<file path="src/sv/spq_pkg.sv">
// Shared types and constants for the sorted priority queue.
`default_nettype none

package spq_pkg;

	localparam int DATA_W    = 32;
	localparam int OCC_W     = 5;
	localparam int S_TDATA_W = 64;
	localparam int M_TDATA_W = 40;

	localparam logic signed [DATA_W-1:0] EMPTY_VALUE = -32'sd1;

	typedef enum logic {
		OP_ENQUEUE = 1'b0,
		OP_DEQUEUE = 1'b1
	} spq_op_t;

	typedef struct packed {
		logic signed [DATA_W-1:0] value;
		logic signed [DATA_W-1:0] prio;
	} spq_entry_t;

	// Command broadcast to every cell in the chain.
	typedef struct packed {
		logic       enq;
		logic       deq;
		spq_entry_t item;
	} spq_cmd_t;

endpackage

`default_nettype wire

</file>
<file path="src/sv/sorted_priority_queue.sv">
// Top level of the sorted priority queue: cell chain, occupancy count and result register.
`default_nettype none

// Bounded min-priority queue of CAPACITY entries held in a chain of cells sorted by
// ascending priority, head in cell 0. Each cell compares its own priority against an
// incoming item in parallel, so every cell updates together on an enqueue or dequeue and the
// block takes one request per clock while not stalled; the result appears on the
// master side in the cycle after acceptance. A single output register holds the
// result; the slave side stalls only while that register is full and m_tready is
// low. An enqueue into a full queue is dropped with overflow set; a dequeue of an
// empty queue returns -1 with underflow set. Occupancy reports the count after the
// request, low five bits. No clearing pass is needed after reset.
module sorted_priority_queue #(
	parameter int CAPACITY = 16
) (
	input  wire logic                            clk,
	input  wire logic                            arst_n,
	input  wire logic                            s_tvalid,
	output logic                                 s_tready,
	// [31:0] item_value, [63:32] item_priority
	input  wire logic [spq_pkg::S_TDATA_W-1:0]   s_tdata,
	// [0] opcode
	input  wire logic                            s_tuser,
	output logic                                 m_tvalid,
	input  wire logic                            m_tready,
	// [31:0] dequeued_value, [32] underflow, [33] overflow, [38:34] occupancy, [39] zero
	output logic [spq_pkg::M_TDATA_W-1:0]        m_tdata
);
	import spq_pkg::*;

	localparam int CNT_W = $clog2(CAPACITY + 1);

	spq_entry_t        ent   [CAPACITY];
	logic              vld   [CAPACITY];
	logic              tk    [CAPACITY];
	spq_cmd_t          cmd;
	spq_op_t           op;
	logic              accept;
	logic              full;
	logic              empty;
	logic              underflow;
	logic              overflow;
	logic [CNT_W-1:0]  count_q;
	logic [CNT_W-1:0]  count_nxt;
	logic [CNT_W+OCC_W-1:0] count_ext;
	logic signed [DATA_W-1:0] result;
	logic              m_valid_q;
	logic [M_TDATA_W-1:0] m_data_q;

	assign s_tready = !m_valid_q || m_tready;
	assign accept   = s_tvalid && s_tready;
	assign op       = spq_op_t'(s_tuser);
	assign full     = vld[CAPACITY-1];
	assign empty    = !vld[0];

	always_comb begin
		cmd.item.value = s_tdata[DATA_W-1:0];
		cmd.item.prio  = s_tdata[2*DATA_W-1:DATA_W];
		cmd.enq        = accept && (op == OP_ENQUEUE) && !full;
		cmd.deq        = accept && (op == OP_DEQUEUE) && !empty;
		underflow      = (op == OP_DEQUEUE) && empty;
		overflow       = (op == OP_ENQUEUE) && full;
		result         = cmd.deq ? ent[0].value : EMPTY_VALUE;
		if (cmd.enq) begin
			count_nxt = count_q + CNT_W'(1);
		end else if (cmd.deq) begin
			count_nxt = count_q - CNT_W'(1);
		end else begin
			count_nxt = count_q;
		end
		count_ext = (CNT_W+OCC_W)'(count_nxt);
	end

	for (genvar i = 0; i < CAPACITY; i++) begin : g_cell
		spq_entry_t le;
		logic       lv;
		logic       lt;
		spq_entry_t re;
		logic       rv;

		if (i == 0) begin : g_head
			assign le = cmd.item;
			assign lv = 1'b1;
			assign lt = 1'b0;
		end else begin : g_body
			assign le = ent[i-1];
			assign lv = vld[i-1];
			assign lt = tk[i-1];
		end

		if (i == CAPACITY - 1) begin : g_tail
			assign re = ent[i];
			assign rv = 1'b0;
		end else begin : g_inner
			assign re = ent[i+1];
			assign rv = vld[i+1];
		end

		spq_cell u_cell (
			.clk         (clk),
			.arst_n      (arst_n),
			.head        (i == 0),
			.cmd         (cmd),
			.left_entry  (le),
			.left_valid  (lv),
			.left_take   (lt),
			.right_entry (re),
			.right_valid (rv),
			.entry       (ent[i]),
			.valid       (vld[i]),
			.take        (tk[i])
		);
	end

	always_ff @(posedge clk or negedge arst_n) begin
		if (!arst_n) begin
			count_q   <= '0;
			m_valid_q <= 1'b0;
		end else begin
			if (accept) begin
				count_q <= count_nxt;
			end
			if (accept) begin
				m_valid_q <= 1'b1;
			end else if (m_tready) begin
				m_valid_q <= 1'b0;
			end
		end
	end

	always_ff @(posedge clk) begin
		if (accept) begin
			m_data_q <= {1'b0, count_ext[OCC_W-1:0], overflow, underflow, result};
		end
	end

	assign m_tvalid = m_valid_q;
	assign m_tdata  = m_data_q;

endmodule

`default_nettype wire

</file>
<file path="src/sv/spq_cell.sv">
// One storage cell of the sorted chain: holds an entry and shifts with its neighbors.
`default_nettype none

module spq_cell (
	input  wire logic                clk,
	input  wire logic                arst_n,
	input  wire logic                head,
	input  wire spq_pkg::spq_cmd_t   cmd,
	input  wire spq_pkg::spq_entry_t left_entry,
	input  wire logic                left_valid,
	input  wire logic                left_take,
	input  wire spq_pkg::spq_entry_t right_entry,
	input  wire logic                right_valid,
	output spq_pkg::spq_entry_t      entry,
	output logic                     valid,
	output logic                     take
);
	import spq_pkg::*;

	spq_entry_t entry_q;
	logic       valid_q;
	logic       cmp;

	// The head yields only to a strictly smaller priority; other cells yield on ties.
	always_comb begin
		if (head) begin
			cmp = entry_q.prio > cmd.item.prio;
		end else begin
			cmp = entry_q.prio >= cmd.item.prio;
		end
		take = !valid_q || cmp;
	end

	always_ff @(posedge clk or negedge arst_n) begin
		if (!arst_n) begin
			valid_q <= 1'b0;
		end else if (cmd.enq) begin
			valid_q <= left_valid;
		end else if (cmd.deq) begin
			valid_q <= right_valid;
		end
	end

	always_ff @(posedge clk) begin
		if (cmd.enq && take) begin
			// advance the left neighbor's entry, or drop the new item in here
			entry_q <= left_take ? left_entry : cmd.item;
		end else if (cmd.deq) begin
			entry_q <= right_entry;
		end
	end

	assign entry = entry_q;
	assign valid = valid_q;

endmodule

`default_nettype wire
</file>
<file path="config.mk">
export PLATFORM = sky130hd
export DESIGN_NAME = sorted_priority_queue
export DESIGN_NICKNAME = d
export VERILOG_FILES = /design/src/sv/spq_pkg.sv /design/src/sv/sorted_priority_queue.sv /design/src/sv/spq_cell.sv
export SDC_FILE = /design/constraint.sdc
export NUM_CORES = 2
export LEC_CHECK = 0
export ABC_AREA = 1
export BUFFER_PORTS_ARGS = -buffer_cell sky130_fd_sc_hd__buf_2
export CAP_MARGIN = 10
export CORE_ASPECT_RATIO = 0.6
export CORE_MARGIN = 2
export CORE_UTILIZATION = 30
export CTS_CLUSTER_DIAMETER = 50
export DETAILED_ROUTE_END_ITERATION = 8
export GPL_TIMING_DRIVEN = 0
export PLACE_DENSITY = 0.4
export SYNTH_ARGS = -nofsm -noshare
export SYNTH_HDL_FRONTEND = slang
export SYNTH_HIERARCHICAL = 1
export SYNTH_SLANG_ARGS = --single-unit
</file>
<file path="constraint.sdc">
create_clock -name clk -period 4.4 [get_ports clk]
set_input_delay 0.22 -clock clk [delete_from_list [all_inputs] [get_ports clk]]
set_output_delay 0.22 -clock clk [all_outputs]
set_load 0.01 [all_outputs]
</file>
Yosys cells after proc, flatten, opt, wreduce, memory -nomap -nowiden
Cells that the tools add are included.
{"block": "word_totals", "register_bits": 1085, "in_bits": 69, "out_inout_bits": 42, "word_cells": 226}
{"block": "classes", "n_addsub": 2, "n_lt_le_gt_ge": 16, "mux": 81, "n_bitwise": 1, "n_reduce_logical": 74}
{"operator": "64-bit two-way mux", "n": 45}
{"operator": "32-bit >= comparator", "n": 15}
{"operator": "1-bit two-way mux", "n": 34}
{"operator": "2-bit nonzero test", "n": 17}
{"operator": "32-bit greater-than comparator", "n": 1}
{"operator": "1-bit logical AND", "n": 23}
{"operator": "1-bit zero test", "n": 17}
{"operator": "1-bit logical OR", "n": 17}
{"operator": "5-bit two-way mux", "n": 2}
{"operator": "5-bit by 1-bit adder with 5-bit output, second input constant", "n": 1}
{"operator": "5-bit by 1-bit subtractor with 5-bit output, second input constant", "n": 1}
{"operator": "1-bit inverter", "n": 1}

Depth between registers and ports, before layout
{"block": "depth", "word_depth": 7, "ltp_mapped": 23, "mapped_depth_nobuf": 20}

By module
The synthesis kept the hierarchy.
{"module": "spq_cell at g_cell[0].u_cell ...", "instances": 12, "cells_per_inst": 540, "area_each_um2": 4503.1, "seq_area_each_um2": 1946.9}
{"module": "spq_cell at g_cell[6].u_cell ...", "instances": 4, "cells_per_inst": 536, "area_each_um2": 4496.8, "seq_area_each_um2": 1946.9}
{"module": "sorted_priority_queue", "instances": 1, "cells_per_inst": 152, "area_each_um2": 1899.3, "seq_area_each_um2": 1321.3}

Least setup slack after synthesis
Ideal clock, no wire load.
{"block": "synth_timing", "kind": "register to register", "startpoint": "register m_valid_q, in the netlist m_tvalid", "endpoint": "register g_cell[0].u_cell.entry_q, in the netlist g_cell[0].u_cell/entry[0], enable pin", "setup_ps": 424, "arrival_ps": 3715, "t_required_ps": 3976, "setup_slack_ps": 261, "path_stages_with_launch": 10, "path_buffers": 2, "period_less_slack_ps": 4139, "cell_sequence": "dfrtp_1 > nand2_2 > nand2_2 > inv_2 > nand2_2 > inv_2 > nand2_1 > buf_6 > buf_6 > nand2_1"}
{"element": "start, declared", "line": "sorted_priority_queue.sv:47", "text": "logic m_valid_q;"}
{"element": "start signal, assigned", "line": "sorted_priority_queue.sv:118", "text": "m_valid_q <= 1'b0;"}
{"element": "start signal, assigned", "line": "sorted_priority_queue.sv:124", "text": "m_valid_q <= 1'b1;"}
{"element": "start signal, assigned", "line": "sorted_priority_queue.sv:126", "text": "m_valid_q <= 1'b0;"}
{"element": "end signal, assigned", "line": "spq_cell.sv:47", "text": "entry_q <= left_take ? left_entry : cmd.item;"}
{"element": "end signal, assigned", "line": "spq_cell.sv:49", "text": "entry_q <= right_entry;"}
{"element": "end, declared", "line": "spq_cell.sv:20", "text": "spq_entry_t entry_q;"}

Worst setup path after layout
{"block": "layout_timing", "startpoint": "register g_cell[7].u_cell.entry_q, in the netlist g_cell[7].u_cell/entry[31]", "endpoint": "register g_cell[8].u_cell.entry_q, in the netlist g_cell[8].u_cell/entry[1], data pin"}
{"block": "layout_between", "elab_chain_len": 4}
{"element": "start, declared", "line": "spq_cell.sv:20"}
{"element": "start signal, assigned", "line": "spq_cell.sv:47"}
{"element": "start signal, assigned", "line": "spq_cell.sv:49"}
{"element": "32-bit >= comparator", "line": "spq_cell.sv:29", "text": "cmp = entry_q.prio >= cmd.item.prio;"}
{"element": "1-bit logical OR", "line": "spq_cell.sv:31", "text": "take = !valid_q || cmp;"}
{"element": "named net g_cell[8].lt", "line": "sorted_priority_queue.sv:77", "text": "logic lt;"}
{"element": "64-bit two-way mux", "line": "spq_cell.sv:47"}
{"element": "64-bit two-way mux", "line": "spq_cell.sv:45", "text": "if (cmd.enq && take) begin"}
{"element": "end signal, assigned", "line": "spq_cell.sv:47"}
{"element": "end signal, assigned", "line": "spq_cell.sv:49"}
{"element": "end, declared", "line": "spq_cell.sv:20"}
The timed path passes the listed nets, and every way through them passes these cells.
A chain may end at the register's enable or synchronous reset.

==> results.cfg <==
[routing]
vias_per_cell = 4.82
drt-pass1-iter-count = 6
drt_iter0_markers = 5671
drt_wl_total_mm = 252
drtAntennaViolNets = 0
vias = 60157
drc = 0
avgRoutedWirePerCell_um = 20.2

[sta]
fin_hold_ws_ns = 0.0510
fmaxAchievable_mhz = 243
slew_headroom = 0.143
tightestPinTransition_ns = 1.29
finalCritPeriodShare = 0.934
finalWorstSetupSlack_ns = 0.293
setup_viol = 0
hold_viol_final = 0
final_max_slew_viol_count = 0
min_period_ns = 4.11
grt_setup_unrepaired = no
skew_ns = 0.0514

[layout]
fin_util = 0.342
multi_input_area_um2 = 35900
syn_to_final_growth_pct = 13.7
drive_gt1_frac = 0.128
fillCellCount = 25631
regArea_um2 = 32500
final_nets = 9656

[worst_setup_path]
cp_top_family = simple AND/OR/NAND/NOR gates
cp-start-kind = flip-flop
crit_slowest_cell = nor3b_2
arrival_ns = 4.64
reg2reg_slack_ns = 0.29
path_common_cell = nand2_1
crit_chain = ha_1 -> nand2_1 -> nor2_1 -> nand4_1 -> nor3b_2 -> nand2_1 -> o21ai_1 -> inv_1 -> nand2_2 -> buf_2 -> buf_2 -> clkbuf_1 -> o21ai_0 -> nand3_1 -> nand2_1
worst-path-buf-inv = 4
path_class = reg -> reg
cp-end-kind = flip-flop
cpPeakStageDelay_ns = 0.47
cp_max_fo = 14
critical_path_required_ns = 4.93

[logic_synthesis]
async_reset_ff_frac = 0.0203
synth_most_common_cell = nand2_1
yosysWarnings = 6
ys_seq_elements = 1085
netlist_instances = 8776
yosys_most_used_dff = edfxtp_1
synth.largest_area_cell = edfxtp_1
synth.distinct_cells = 30
yosysSeqAreaShare = 0.439
syn_area_um2 = 73900
syn_avg_cell_area_um2 = 8.42
synth-edff-count = 1063
synth_area_leaders = edfxtp_1, nand2_1, ha_1
synth.top_cell.area_share = 0.432
netlist_top_cells_count = nand2_1, nand3_1, edfxtp_1, inv_1

[global_route]
grtUsageTotal = 0.197
grt.overflow.total = 0
grtUsageMet1 = 0.338
grtUsageMet3 = 0.0238
grt_pass1_vias = 58189
grt_pass1_wl_mm = 375
antenna_found_initial = 2
met2_usage = 0.249
grt_max_degree = 65
busiest_layer = met1

[floorplanning]
die_h_um = 389
core_um2 = 246000
start_util = 0.301
pin_count = 111
dieArea_um2 = 251000
die_w_um = 645
num_rows = 141

[clock_network]
cts.sinks = 1085
htree_levels = 4
cts_tree = built
cts_buffers = 155
ctsLongestPathBuffers = 4
clkTransAtPathRegs_ns = 0.06
clk-insertion-delay-late_ns = 0.82
cts_root_buf = clkbuf_16
post_cts_buffers = 0

[power]
peakVddDrop_mv = 0.271
power_mw = 44.6
powerDensity_nw_per_um2 = 530
p_leak_nw = 38.3

[placed_design]
gp_congestion = 0.864
pre_cts_ws_ns = -0.523
numPortBuffers = 109
dp_hpwl_mm = 204

[job]
drv_cap = 0

[worst_hold_path]
hold_class = in -> async

[run_status]
outcome = finished, final reports clean
==> worst paths after layout <==
check                                                             end  cells past startpoint                             startpoint
min in group clk                 g_cell[0].u_cell/entry[12]$_DFFE_PP_                      5                            s_tdata[44]
worst min-delay path              g_cell[15].u_cell/valid$_DFFE_PN0P_                      2                                 arst_n
worst max-delay path              g_cell[8].u_cell/entry[1]$_DFFE_PP_                     15   g_cell[7].u_cell/entry[31]$_DFFE_PP_
worst min register to register  g_cell[14].u_cell/entry[42]$_DFFE_PP_                      2  g_cell[15].u_cell/entry[42]$_DFFE_PP_
max in group asynchronous          g_cell[3].u_cell/valid$_DFFE_PN0P_                      2                                 arst_n
worst max register to register    g_cell[8].u_cell/entry[1]$_DFFE_PP_                     15   g_cell[7].u_cell/entry[31]$_DFFE_PP_
==> sequential cells by signal (all words and copies together), names as in the netlist <==
signal	flops
count_q	5
g_cell.u_cell/entry	1024
g_cell.u_cell/valid	16
m_tdata	39
m_tvalid	1
==> power breakdown <==
part	internal, mW	switching, mW
sequential	14.5	1.87
clock	7.78	5.05
combinational	5.59	9.78
==> repair_timing <==
item                       in CTS  in global routing
cloned                          0                  0
resized for setup               2                 12
setup endpoints to repair       2                 48
pin swaps                       0                  0
hold endpoints to repair       33                  0
hold buffers                    6                  0
==> layout by cell type, fill, tap and decap left out, types with 7 or more instances in the layout <==
| cell type | count |
|---|---|
| nor2_1 | 177 |
| a21o_1 | 16 |
| clkinv_1 | 23 |
| o21ai_0 | 528 |
| o21ai_1 | 16 |
| nand4_1 | 24 |
| clkbuf_2 | 7 |
| mux2_2 | 528 |
| nor3_2 | 12 |
| ha_1 | 514 |
| nand2_2 | 19 |
| buf_6 | 115 |
| nand2_1 | 3243 |
| or2_1 | 30 |
| conb_1 | 24 |
| nand3_1 | 1084 |
| a21oi_1 | 224 |
| buf_1 | 40 |
| o31ai_1 | 16 |
| clkbuf_16 | 159 |
| buf_2 | 159 |
| buf_4 | 81 |
| bufinv_16 | 20 |
| clkinv_2 | 26 |
| edfxtp_1 | 1063 |
| diode_2 | 7 |
| dfrtp_1 | 22 |
| clkinvlp_4 | 11 |
| inv_6 | 7 |
| nand2_4 | 16 |
| clkbuf_1 | 227 |
| inv_1 | 698 |
| o21a_1 | 32 |
==> layout make-up <==
cell class,count,share of cell area
buffer,500,0.0371
sequential,1085,0.386
clock inverter,94,0.0122
tap,3289,0.0490
clock buffer,179,0.0482
timing repair buffer,118,0.00801
antenna,7,0.000208
multi-input combinational,6513,0.428
inverter,700,0.0313
==> worst reg2reg max path: cells and delay by family, from the launching register on <==
| family | cells | cell delay (ns) |
|---|---|---|
| and+or+nand+nor | 8 | 1.46 |
| adders and majority gates | 1 | 0.37 |
| DFF | 1 | 0.44 |
| buffers and inverters | 4 | 1.18 |
| AOI/OAI and AO/OA | 2 | 0.42 |
==> through the flow <==
stage	std cells	area [um2]	TNS, ns
4_1_cts	12477	84000	0
5_1_grt	12480	84000	0
3_5_place_dp	12198	78800	-71.32
2_1_floorplan	8798	74000	0
6_report	12485	84000	0
3_3_place_gp	12196	78700	-2575.20
==> kinds of logic (layout without fill, tap and decap cells) <==
group                    count (synthesis)  after routing  synth area share
XOR/XNOR                                 2              2          0.000237
AND/OR/NAND/NOR                       4613           4613             0.257
flip-flops                            1085           1085             0.439
multiplexers                           528            528            0.0804
other                                    2             31          0.000102
adder cells (fa/ha/maj)                514            514            0.0870
AO/OA/AOI/OAI                          832            832            0.0585
buffers and inverters                 1200           1591            0.0775
==> metal layers <==
metal / wire (um) / vias up / share of wire
met1: 144000 / 27853 / 0.57
met2: 89000 / 1803 / 0.35
li1: - / 30240 / -
met4: 4880 / 0 / 0.019
met3: 14700 / 261 / 0.058
met5: 0 / - / 0
No activity file was read; power rests on OpenSTA's default activity.
